--- config.mk ---
export PLATFORM = sky130hd
export DESIGN_NAME = indexed_list_engine
export DESIGN_NICKNAME = d
export VERILOG_FILES = /design/src/rtl/ile_pkg.sv /design/src/rtl/ile_cell.sv /design/src/rtl/indexed_list_engine.sv
export VERILOG_INCLUDE_DIRS = /design/src /design/src/rtl
export SDC_FILE = /design/constraint.sdc
export NUM_CORES = 1
export LEC_CHECK = 0
export BUFFER_PORTS_ARGS = -buffer_cell sky130_fd_sc_hd__buf_2
export CORE_MARGIN = 5
export CORE_UTILIZATION = 35
export DETAILED_ROUTE_END_ITERATION = 10
export GPL_ROUTABILITY_DRIVEN = 0
export PLACE_DENSITY = 0.54
export SYNTH_ARGS = -nofsm -noshare
export SYNTH_HDL_FRONTEND = slang
export SYNTH_SLANG_ARGS = --single-unit
--- constraint.sdc ---
create_clock -name i_clk -period 9.8 [get_ports i_clk]
set_input_delay 0.98 -clock i_clk [delete_from_list [all_inputs] [get_ports i_clk]]
set_output_delay 0.98 -clock i_clk [all_outputs]
set_load 0.01 [all_outputs]
--- src/rtl/assert_macros.svh ---
// ============================================================================
// assert_macros.svh
// Shared assertion macros for the list engine. All checks are clocked on
// i_clk and are switched off while i_rst_n is low.
// ============================================================================
`ifndef ASSERT_MACROS_SVH
`define ASSERT_MACROS_SVH

// Same-cycle implication: when ante holds, cons must hold in that cycle.
`define ILE_ASSERT_NOW(label, ante, cons) \
    label: assert property (@(posedge i_clk) disable iff (!i_rst_n) \
        (ante) |-> (cons)) else $error("list engine check failed");

// Next-cycle implication: when ante holds, cons must hold in the following cycle.
`define ILE_ASSERT_NEXT(label, ante, cons) \
    label: assert property (@(posedge i_clk) disable iff (!i_rst_n) \
        (ante) |=> (cons)) else $error("list engine check failed");

`endif

--- src/rtl/ile_pkg.sv ---
// ============================================================================
// ile_pkg
// Types and fixed port widths shared by the list engine and its cells.
// ============================================================================
package ile_pkg;

    localparam int unsigned OP_BITS     = 3;
    localparam int unsigned INDEX_BITS  = 4;
    localparam int unsigned VALUE_BITS  = 32;
    localparam int unsigned STATUS_BITS = 2;
    localparam int unsigned COUNT_BITS  = 5;

    typedef enum logic [OP_BITS-1:0] {
        OP_ADD_BACK     = 3'd0,
        OP_ADD_FRONT    = 3'd1,
        OP_REMOVE_BACK  = 3'd2,
        OP_REMOVE_FRONT = 3'd3,
        OP_REMOVE_AT    = 3'd4,
        OP_GET          = 3'd5,
        OP_REPLACE      = 3'd6
    } t_op;

    typedef enum logic [STATUS_BITS-1:0] {
        ST_OK    = 2'd0,
        ST_FULL  = 2'd1,
        ST_RANGE = 2'd2,
        ST_NULL  = 2'd3
    } t_status;

    // What one entry cell does at the next clock edge.
    typedef enum logic [1:0] {
        CELL_HOLD = 2'd0,
        CELL_LOAD = 2'd1,
        CELL_UP   = 2'd2,
        CELL_DOWN = 2'd3
    } t_cell_op;

endpackage

--- src/rtl/ile_cell.sv ---
// ============================================================================
// ile_cell
// One entry slot of the list. It holds its word, loads a new word, or takes
// the word of the slot below (shift up) or above (shift down).
// ============================================================================
module ile_cell #(
    parameter int unsigned WIDTH = 32
) (
    input  logic              i_clk,
    input  ile_pkg::t_cell_op i_op,
    input  logic [WIDTH-1:0]  i_new,
    input  logic [WIDTH-1:0]  i_from_below,
    input  logic [WIDTH-1:0]  i_from_above,
    output logic [WIDTH-1:0]  o_data
);
    import ile_pkg::*;

    logic [WIDTH-1:0] r_data;
    logic [WIDTH-1:0] n_data;

    always_comb begin
        case (i_op)
            CELL_LOAD: n_data = i_new;
            CELL_UP:   n_data = i_from_below;
            CELL_DOWN: n_data = i_from_above;
            default:   n_data = r_data;
        endcase
    end

    always_ff @(posedge i_clk) begin
        r_data <= n_data;
    end

    assign o_data = r_data;

endmodule

--- src/rtl/indexed_list_engine.sv ---
// ============================================================================
// indexed_list_engine
// Bounded ordered list of words with deque and indexed operations.
// ============================================================================
// The list lives in a row of CAPACITY entry cells, slot 0 being the front.
// Every beat on the input channel carries one operation: add at the back,
// add at the front, remove from the back, remove from the front, remove at
// an index, get at an index, or replace at an index. Each accepted beat
// yields exactly one result beat carrying the removed, read or replaced-out
// word (zero when there is none), a status code and the entry count after
// the operation. All cells shift toward their neighbors in parallel on the
// accepting edge, and the result is registered in the output stage, so a
// new beat is taken every cycle as long as the output side keeps up. The
// input is ready whenever the output stage is empty or is being drained in
// the same cycle. Zero words are refused as null, adds to a full list
// report full, and removes or index accesses beyond the current count
// report a range error without touching the list. Entry storage needs no
// clearing after reset; only the count and the output valid flag are reset.
// ============================================================================
module indexed_list_engine #(
    parameter int unsigned CAPACITY  = 16,
    parameter int unsigned WORD_BITS = 32
) (
    input  logic                            i_clk,
    input  logic                            i_rst_n,

    input  logic                            i_in_valid,
    output logic                            o_in_ready,
    input  logic [ile_pkg::OP_BITS-1:0]     i_op,
    input  logic [ile_pkg::INDEX_BITS-1:0]  i_index,
    input  logic [ile_pkg::VALUE_BITS-1:0]  i_value,

    output logic                            o_out_valid,
    input  logic                            i_out_ready,
    output logic [ile_pkg::VALUE_BITS-1:0]  o_value_out,
    output logic [ile_pkg::STATUS_BITS-1:0] o_status,
    output logic [ile_pkg::COUNT_BITS-1:0]  o_count
);
    import ile_pkg::*;

    // Stored word width: the input port is only VALUE_BITS wide.
    localparam int unsigned ENTRY_BITS = (WORD_BITS < VALUE_BITS) ? WORD_BITS : VALUE_BITS;
    localparam int unsigned CNT_BITS   = $clog2(CAPACITY + 1);
    localparam int unsigned IDX_BITS   = $clog2(CAPACITY);
    // Compare width wide enough for both the count and the input index.
    localparam int unsigned CW         = CNT_BITS + INDEX_BITS;

    logic [CNT_BITS-1:0]   r_count;
    logic [CNT_BITS-1:0]   n_count;
    logic                  r_out_valid;
    logic [ENTRY_BITS-1:0] r_value_out;
    t_status               r_status;

    logic                  w_fire;
    logic [ENTRY_BITS-1:0] w_value;
    logic                  w_null;
    logic                  w_full;
    logic                  w_empty;
    logic                  w_idx_ok;
    logic [CW-1:0]         w_cnt;
    logic [CW-1:0]         w_idx;
    logic [CW-1:0]         w_pos;
    t_status               w_status;
    logic                  w_do_back;
    logic                  w_do_front;
    logic                  w_do_remove;
    logic                  w_do_replace;
    logic                  w_read;
    logic [ENTRY_BITS-1:0] w_read_data;

    logic [ENTRY_BITS-1:0] w_cell_q  [CAPACITY];
    t_cell_op              w_cell_op [CAPACITY];

    assign o_in_ready = !r_out_valid || i_out_ready;
    assign w_fire     = i_in_valid && o_in_ready;

    assign w_value  = i_value[ENTRY_BITS-1:0];
    assign w_null   = (w_value == '0);
    assign w_cnt    = CW'(r_count);
    assign w_idx    = CW'(i_index);
    assign w_full   = (r_count == CNT_BITS'(CAPACITY));
    assign w_empty  = (r_count == '0);
    assign w_idx_ok = (w_idx < w_cnt);

    // Operation decode: status, the position touched, and which kind of
    // cell movement the operation commits.
    always_comb begin
        w_status     = ST_OK;
        w_pos        = w_idx;
        w_do_back    = 1'b0;
        w_do_front   = 1'b0;
        w_do_remove  = 1'b0;
        w_do_replace = 1'b0;
        w_read       = 1'b0;
        case (t_op'(i_op))
            OP_ADD_BACK, OP_ADD_FRONT: begin
                if (w_null) begin
                    w_status = ST_NULL;
                end else if (w_full) begin
                    w_status = ST_FULL;
                end else if (t_op'(i_op) == OP_ADD_BACK) begin
                    w_do_back = 1'b1;
                end else begin
                    w_do_front = 1'b1;
                end
            end
            OP_REMOVE_BACK: begin
                w_pos = w_cnt - CW'(1);
                if (w_empty) begin
                    w_status = ST_RANGE;
                end else begin
                    w_do_remove = 1'b1;
                    w_read      = 1'b1;
                end
            end
            OP_REMOVE_FRONT: begin
                w_pos = '0;
                if (w_empty) begin
                    w_status = ST_RANGE;
                end else begin
                    w_do_remove = 1'b1;
                    w_read      = 1'b1;
                end
            end
            OP_REMOVE_AT: begin
                if (!w_idx_ok) begin
                    w_status = ST_RANGE;
                end else begin
                    w_do_remove = 1'b1;
                    w_read      = 1'b1;
                end
            end
            OP_GET: begin
                if (!w_idx_ok) begin
                    w_status = ST_RANGE;
                end else begin
                    w_read = 1'b1;
                end
            end
            OP_REPLACE: begin
                if (w_null) begin
                    w_status = ST_NULL;
                end else if (!w_idx_ok) begin
                    w_status = ST_RANGE;
                end else begin
                    w_do_replace = 1'b1;
                    w_read       = 1'b1;
                end
            end
            default: begin
                w_status = ST_RANGE;
            end
        endcase
    end

    // The old word leaves through a single read port at the touched slot.
    assign w_read_data = w_read ? w_cell_q[w_pos[IDX_BITS-1:0]] : '0;

    // Per-cell movement. A remove shifts every slot at or above the removed
    // position down by one; slots beyond the count carry don't-care words.
    always_comb begin
        for (int k = 0; k < CAPACITY; k++) begin
            w_cell_op[k] = CELL_HOLD;
            if (w_fire) begin
                if (w_do_back && (CW'(k) == w_cnt)) begin
                    w_cell_op[k] = CELL_LOAD;
                end else if (w_do_front && (k == 0)) begin
                    w_cell_op[k] = CELL_LOAD;
                end else if (w_do_front && (CW'(k) <= w_cnt)) begin
                    w_cell_op[k] = CELL_UP;
                end else if (w_do_remove && (CW'(k) >= w_pos)) begin
                    w_cell_op[k] = CELL_DOWN;
                end else if (w_do_replace && (CW'(k) == w_pos)) begin
                    w_cell_op[k] = CELL_LOAD;
                end
            end
        end
    end

    for (genvar g = 0; g < CAPACITY; g++) begin : g_cell
        logic [ENTRY_BITS-1:0] w_below;
        logic [ENTRY_BITS-1:0] w_above;

        if (g == 0) begin : g_first
            assign w_below = w_value;
        end else begin : g_mid_lo
            assign w_below = w_cell_q[g-1];
        end

        if (g == CAPACITY - 1) begin : g_last
            assign w_above = '0;
        end else begin : g_mid_hi
            assign w_above = w_cell_q[g+1];
        end

        ile_cell #(
            .WIDTH (ENTRY_BITS)
        ) u_cell (
            .i_clk        (i_clk),
            .i_op         (w_cell_op[g]),
            .i_new        (w_value),
            .i_from_below (w_below),
            .i_from_above (w_above),
            .o_data       (w_cell_q[g])
        );
    end

    always_comb begin
        n_count = r_count;
        if (w_fire) begin
            if (w_do_back || w_do_front) begin
                n_count = r_count + CNT_BITS'(1);
            end else if (w_do_remove) begin
                n_count = r_count - CNT_BITS'(1);
            end
        end
    end

    always_ff @(posedge i_clk) begin
        if (!i_rst_n) begin
            r_count     <= '0;
            r_out_valid <= 1'b0;
        end else begin
            r_count <= n_count;
            if (w_fire) begin
                r_out_valid <= 1'b1;
            end else if (i_out_ready) begin
                r_out_valid <= 1'b0;
            end
        end
    end

    // Result payload; the count output follows r_count, which changes only
    // on the same edge that loads a new result.
    always_ff @(posedge i_clk) begin
        if (w_fire) begin
            r_value_out <= w_read_data;
            r_status    <= w_status;
        end
    end

    assign o_out_valid = r_out_valid;
    assign o_value_out = VALUE_BITS'(r_value_out);
    assign o_status    = r_status;
    assign o_count     = COUNT_BITS'(r_count);

    `include "assert_macros.svh"

    // The list never holds more entries than its capacity.
    `ILE_ASSERT_NOW(a_count_bound, 1'b1, r_count <= CNT_BITS'(CAPACITY))
    // A successful add grows the list by exactly one entry.
    `ILE_ASSERT_NEXT(a_add_grows, w_fire && (w_do_back || w_do_front), r_count == CNT_BITS'($past(r_count) + 1'b1))
    // Without an accepted beat the entry count does not move.
    `ILE_ASSERT_NEXT(a_count_idle, !w_fire, $stable(r_count))
    // Any error status comes with a zero word.
    `ILE_ASSERT_NOW(a_err_zero, r_out_valid && (r_status != ST_OK), r_value_out == '0)

endmodule
==> metrics.md <==
| Metric | Value |
|---|---|
| Layout Skew | `0.01712 ns` |
| Fin. Hold Viols | `0` |
| FILL cells | `9235` |
| RSZ-0062 raised after global routing | `no` |
| Yosys reg bits | `552` |
| Top cells by area, synth | `edfxtp_1 49%, mux2i_1 14%, nand2_1 5.6%, mux2_2 5.4%, o21ai_1 2.9%` |
| Flip-flop and latch area | `16520 µm²` |
| # IOs | `84` |
| PnR worst setup slack | `4.054 ns` |
| Met2 Track Usage GR | `34.89%` |
| XOR/XNOR Fraction of Synth Area | `0.1270%` |
| Number of flops mapped to enable cells by yosys | `546` |
| Share of the synthesized area in the top cell type | `48.95%` |
| Non-Filler Instances | `4384` |
| Postcts setup bufs | `0` |
| Routed length per instance | `27.98 µm` |
| Mux contribution to synthesized area | `22.00%` |
| Input/output buffers | `83` |
| Post-synth top area cell | `edfxtp_1` |
| Worst setup SP type | `register` |
| Final Routed Wirelength | `122.7 mm` |
| Post-CTS sizing | `0` |
| DRT antenna net count | `0` |
| Worst hold path cell count | `2` |
| Power per cell area | `186.3 nW/µm²` |
| DRC | `0` |
| Clock transition at path regs | `0.06 ns` |
| Net Count, Synth | `3198` |
| Pins over their slew limit | `0` |
| Cells on worst reg2reg path | `11` |
| First-pass GRT wire length | `177.7 mm` |
| Largest net degree at the start of global routing | `114` |
| Total negative slack | `0 ns` |
| Hold buffer count at cts | `0` |
| Crit path DAT | `6.11 ns` |
| Antenna violations before repair | `8` |
| Site row count | `113` |
| Starting Density | `35.25%` |
| Synth Area in Adders | `0.2988%` |
| Total power | `6.974 mW` |
| Fmax achieved | `174.0 MHz` |
| H-tree lvl count | `3` |
| Via count | `26083` |
| Root buffer cell | `clkbuf_16` |
| Layout Nets | `3116` |
| Post-DP HPWL | `70.54 mm` |
| Clk sink count | `552` |
| Compound-Gate Fraction of Synth Area | `12.78%` |
| Pre-CTS WS | `4.129 ns` |
| GRT overflow | `0` |
| TritonCTS buffer count | `67` |
| Most frequent cell after synthesis | `edfxtp_1` |
| CTS tree | `built` |
| Vias in the first global route | `25014` |
| GR Util met3 | `4.420%` |
| Relative slew slack | `30.37%` |
| Multi-input gate area | `16100 µm²` |
| Commonest cells in the netlist | `546 x edfxtp_1, 504 x nand2_1, 483 x mux2i_1` |
| Total track usage | `23.08%` |
| Status | `complete, no violations` |
| Post-route minimum period | `5.746 ns` |
| Post-Synth Simple-Gate Area | `11.20%` |
| Clk Latency, worst-skew pair | `0.62 ns` |
| Die height | `319.4 µm` |
| Die area | `102000 µm²` |
| Worst hold path class | `reg -> reg` |
| Maximum root-to-sink buffer count | `3` |
| Area delta synth->final | `11.77%` |
| Grt peak-use layer | `met2` |
| Static leakage | `15.31 nW` |
| Critical path fanouts, max | `55` |
| Crit-path slowest cell | `buf_4` |
| Avg Inst Size Synth | `10.64 µm²` |
| Core area | `95010 µm²` |
| Worst path max stage delay | `0.69 ns` |
| Horiz. Die Dim | `319.4 µm` |
| Sequential area share after synthesis | `49.31%` |
| Final Cell Area | `37440 µm²` |
| YS warnings | `0` |
| Worst-Margin Slew | `1.044 ns` |
| # placed instances | `4261` |
| Tcrit/Tclk final | `58.64%` |
| Setup violation total in the final timing report | `0` |
| Max rail drop VDD | `0.0001123 V` |
| Mapped Cells | `3147` |
| DR pass1 iterations | `6` |
| Post-Syn Area | `33500 µm²` |
| Largest family of logic cells by synthesized area | `multiplexers` |
| Total placed instance area | `35200 µm²` |
| Cell repeated most along the worst path | `buf_4` |
| Crit path kind | `reg -> reg` |
| Initial drt markers | `2856` |
| Max Cap Viol | `0` |
| Critical-path cell list | `inv_1 -> ha_1 -> nor4b_2 -> a21o_4 -> buf_4 -> nand3_1 -> o22ai_2 -> a21oi_2 -> a311oi_4 -> buf_4 -> mux2_2` |
| Most used DFF post-synth | `edfxtp_1` |
| Synth async-reset ratio | `0%` |
| M1 GR Usage | `33.31%` |
| CP Data Required Time | `10.16 ns` |
| Post-synth cell types | `79` |
| CP Capture Type | `register` |
| Fraction of layout cells with a size suffix above 1 | `15.82%` |
| Vias per inst | `5.950` |
critical path, delay by kind of cell, from the launching register on:
kind	cells	cell delay [ns]
compound gates	4	1.35
fa+ha+maj	1	0.45
buf+inv	3	1.63
flops	1	0.65
mux	1	0.42
simple gates	2	0.91
power by group:
group | internal, mW | leakage [nW] | total (mW) | switching [mW]
sequential | 2.81 | 5.04 | 2.91 | 0.106
clock | 1.53 | 1.10 | 2.59 | 1.06
combinational | 0.479 | 9.17 | 1.46 | 0.986
total | 4.82 | 15.3 | 6.97 | 2.15
sequential cells by signal, summed over array words and instances, names as in the netlist:
signal,count
o_count,5
o_value_out,32
o_out_valid,1
g_cell.u_cell.o_data,512
o_status,2
layout by cell type (no fill, tap or decap), types with 4 or more instances in the layout:
master / Yosys / layout
a211oi_1: 4 / 4
a21o_1: 6 / 5
a21oi_1: 193 / 185
a21oi_4: 1 / 13
a22o_1: 32 / 32
a311oi_1: 34 / 34
a31oi_4: 1 / 10
and3_1: 35 / 35
buf_2: 56 / 83
buf_4: 28 / 69
bufinv_16: 0 / 8
clkbuf_1: 171 / 14
clkbuf_16: 0 / 70
clkinv_1: 0 / 10
clkinv_2: 0 / 11
dfxtp_1: 6 / 6
edfxtp_1: 546 / 546
ha_1: 8 / 8
inv_1: 12 / 11
mux2_1: 63 / 63
mux2_2: 162 / 161
mux2i_1: 483 / 482
nand2_1: 504 / 500
nand2b_1: 6 / 6
nand3_1: 81 / 80
nand4_1: 36 / 36
nor2_1: 169 / 167
nor3_1: 8 / 8
nor4_1: 13 / 13
o211ai_1: 8 / 8
o211ai_4: 2 / 6
o21ai_0: 53 / 53
o21ai_1: 194 / 189
o21ai_4: 1 / 9
o221ai_1: 33 / 33
o22ai_1: 65 / 65
path summary, 6_finish.rpt:
| path | startpoint | endpoint | slack, ns |
|---|---|---|---|
| max reg2reg | o_count[0] | g_cell[14].u_cell.o_data[20] | 4.05 |
| max | o_count[0] | g_cell[14].u_cell.o_data[20] | 4.05 |
| min reg2reg | o_out_valid | o_out_valid | 0.55 |
| min | o_out_valid | o_out_valid | 0.55 |
final cells by class:
cell class	count	area share (%)
clock inverter	36	1.110
clock buffer	85	4.856
antenna	2	0.01337
multi-input combinational	2279	43.01
inverter	12	0.1203
tap	1265	4.228
sequential	552	44.11
timing repair buffer	153	2.547
per-layer routing:
layer  wire, µm  part of all wire [%]
met4       4485                   3.7
met2      53200                    43
met5         12                0.0098
met3      10890                   8.9
met1      54100                    44
stage by stage:
stage | utilization (%) | hold slack [ns]
floorplan | - | 0.5524
global placement | 37.05 | 0.5278
detailed placement | 37.05 | 0.5434
CTS | 39.40 | 0.5522
global route | 39.41 | 0.6110
finish | 39.41 | 0.5479
cells by family after synthesis:
| group | Yosys count |
|---|---|
| compound gates | 683 |
| xor+xnor | 4 |
| fa+ha+maj | 8 |
| buf+inv | 316 |
| flops | 552 |
| mux | 708 |
| simple gates | 876 |
(Power assumes the default switching activity.)
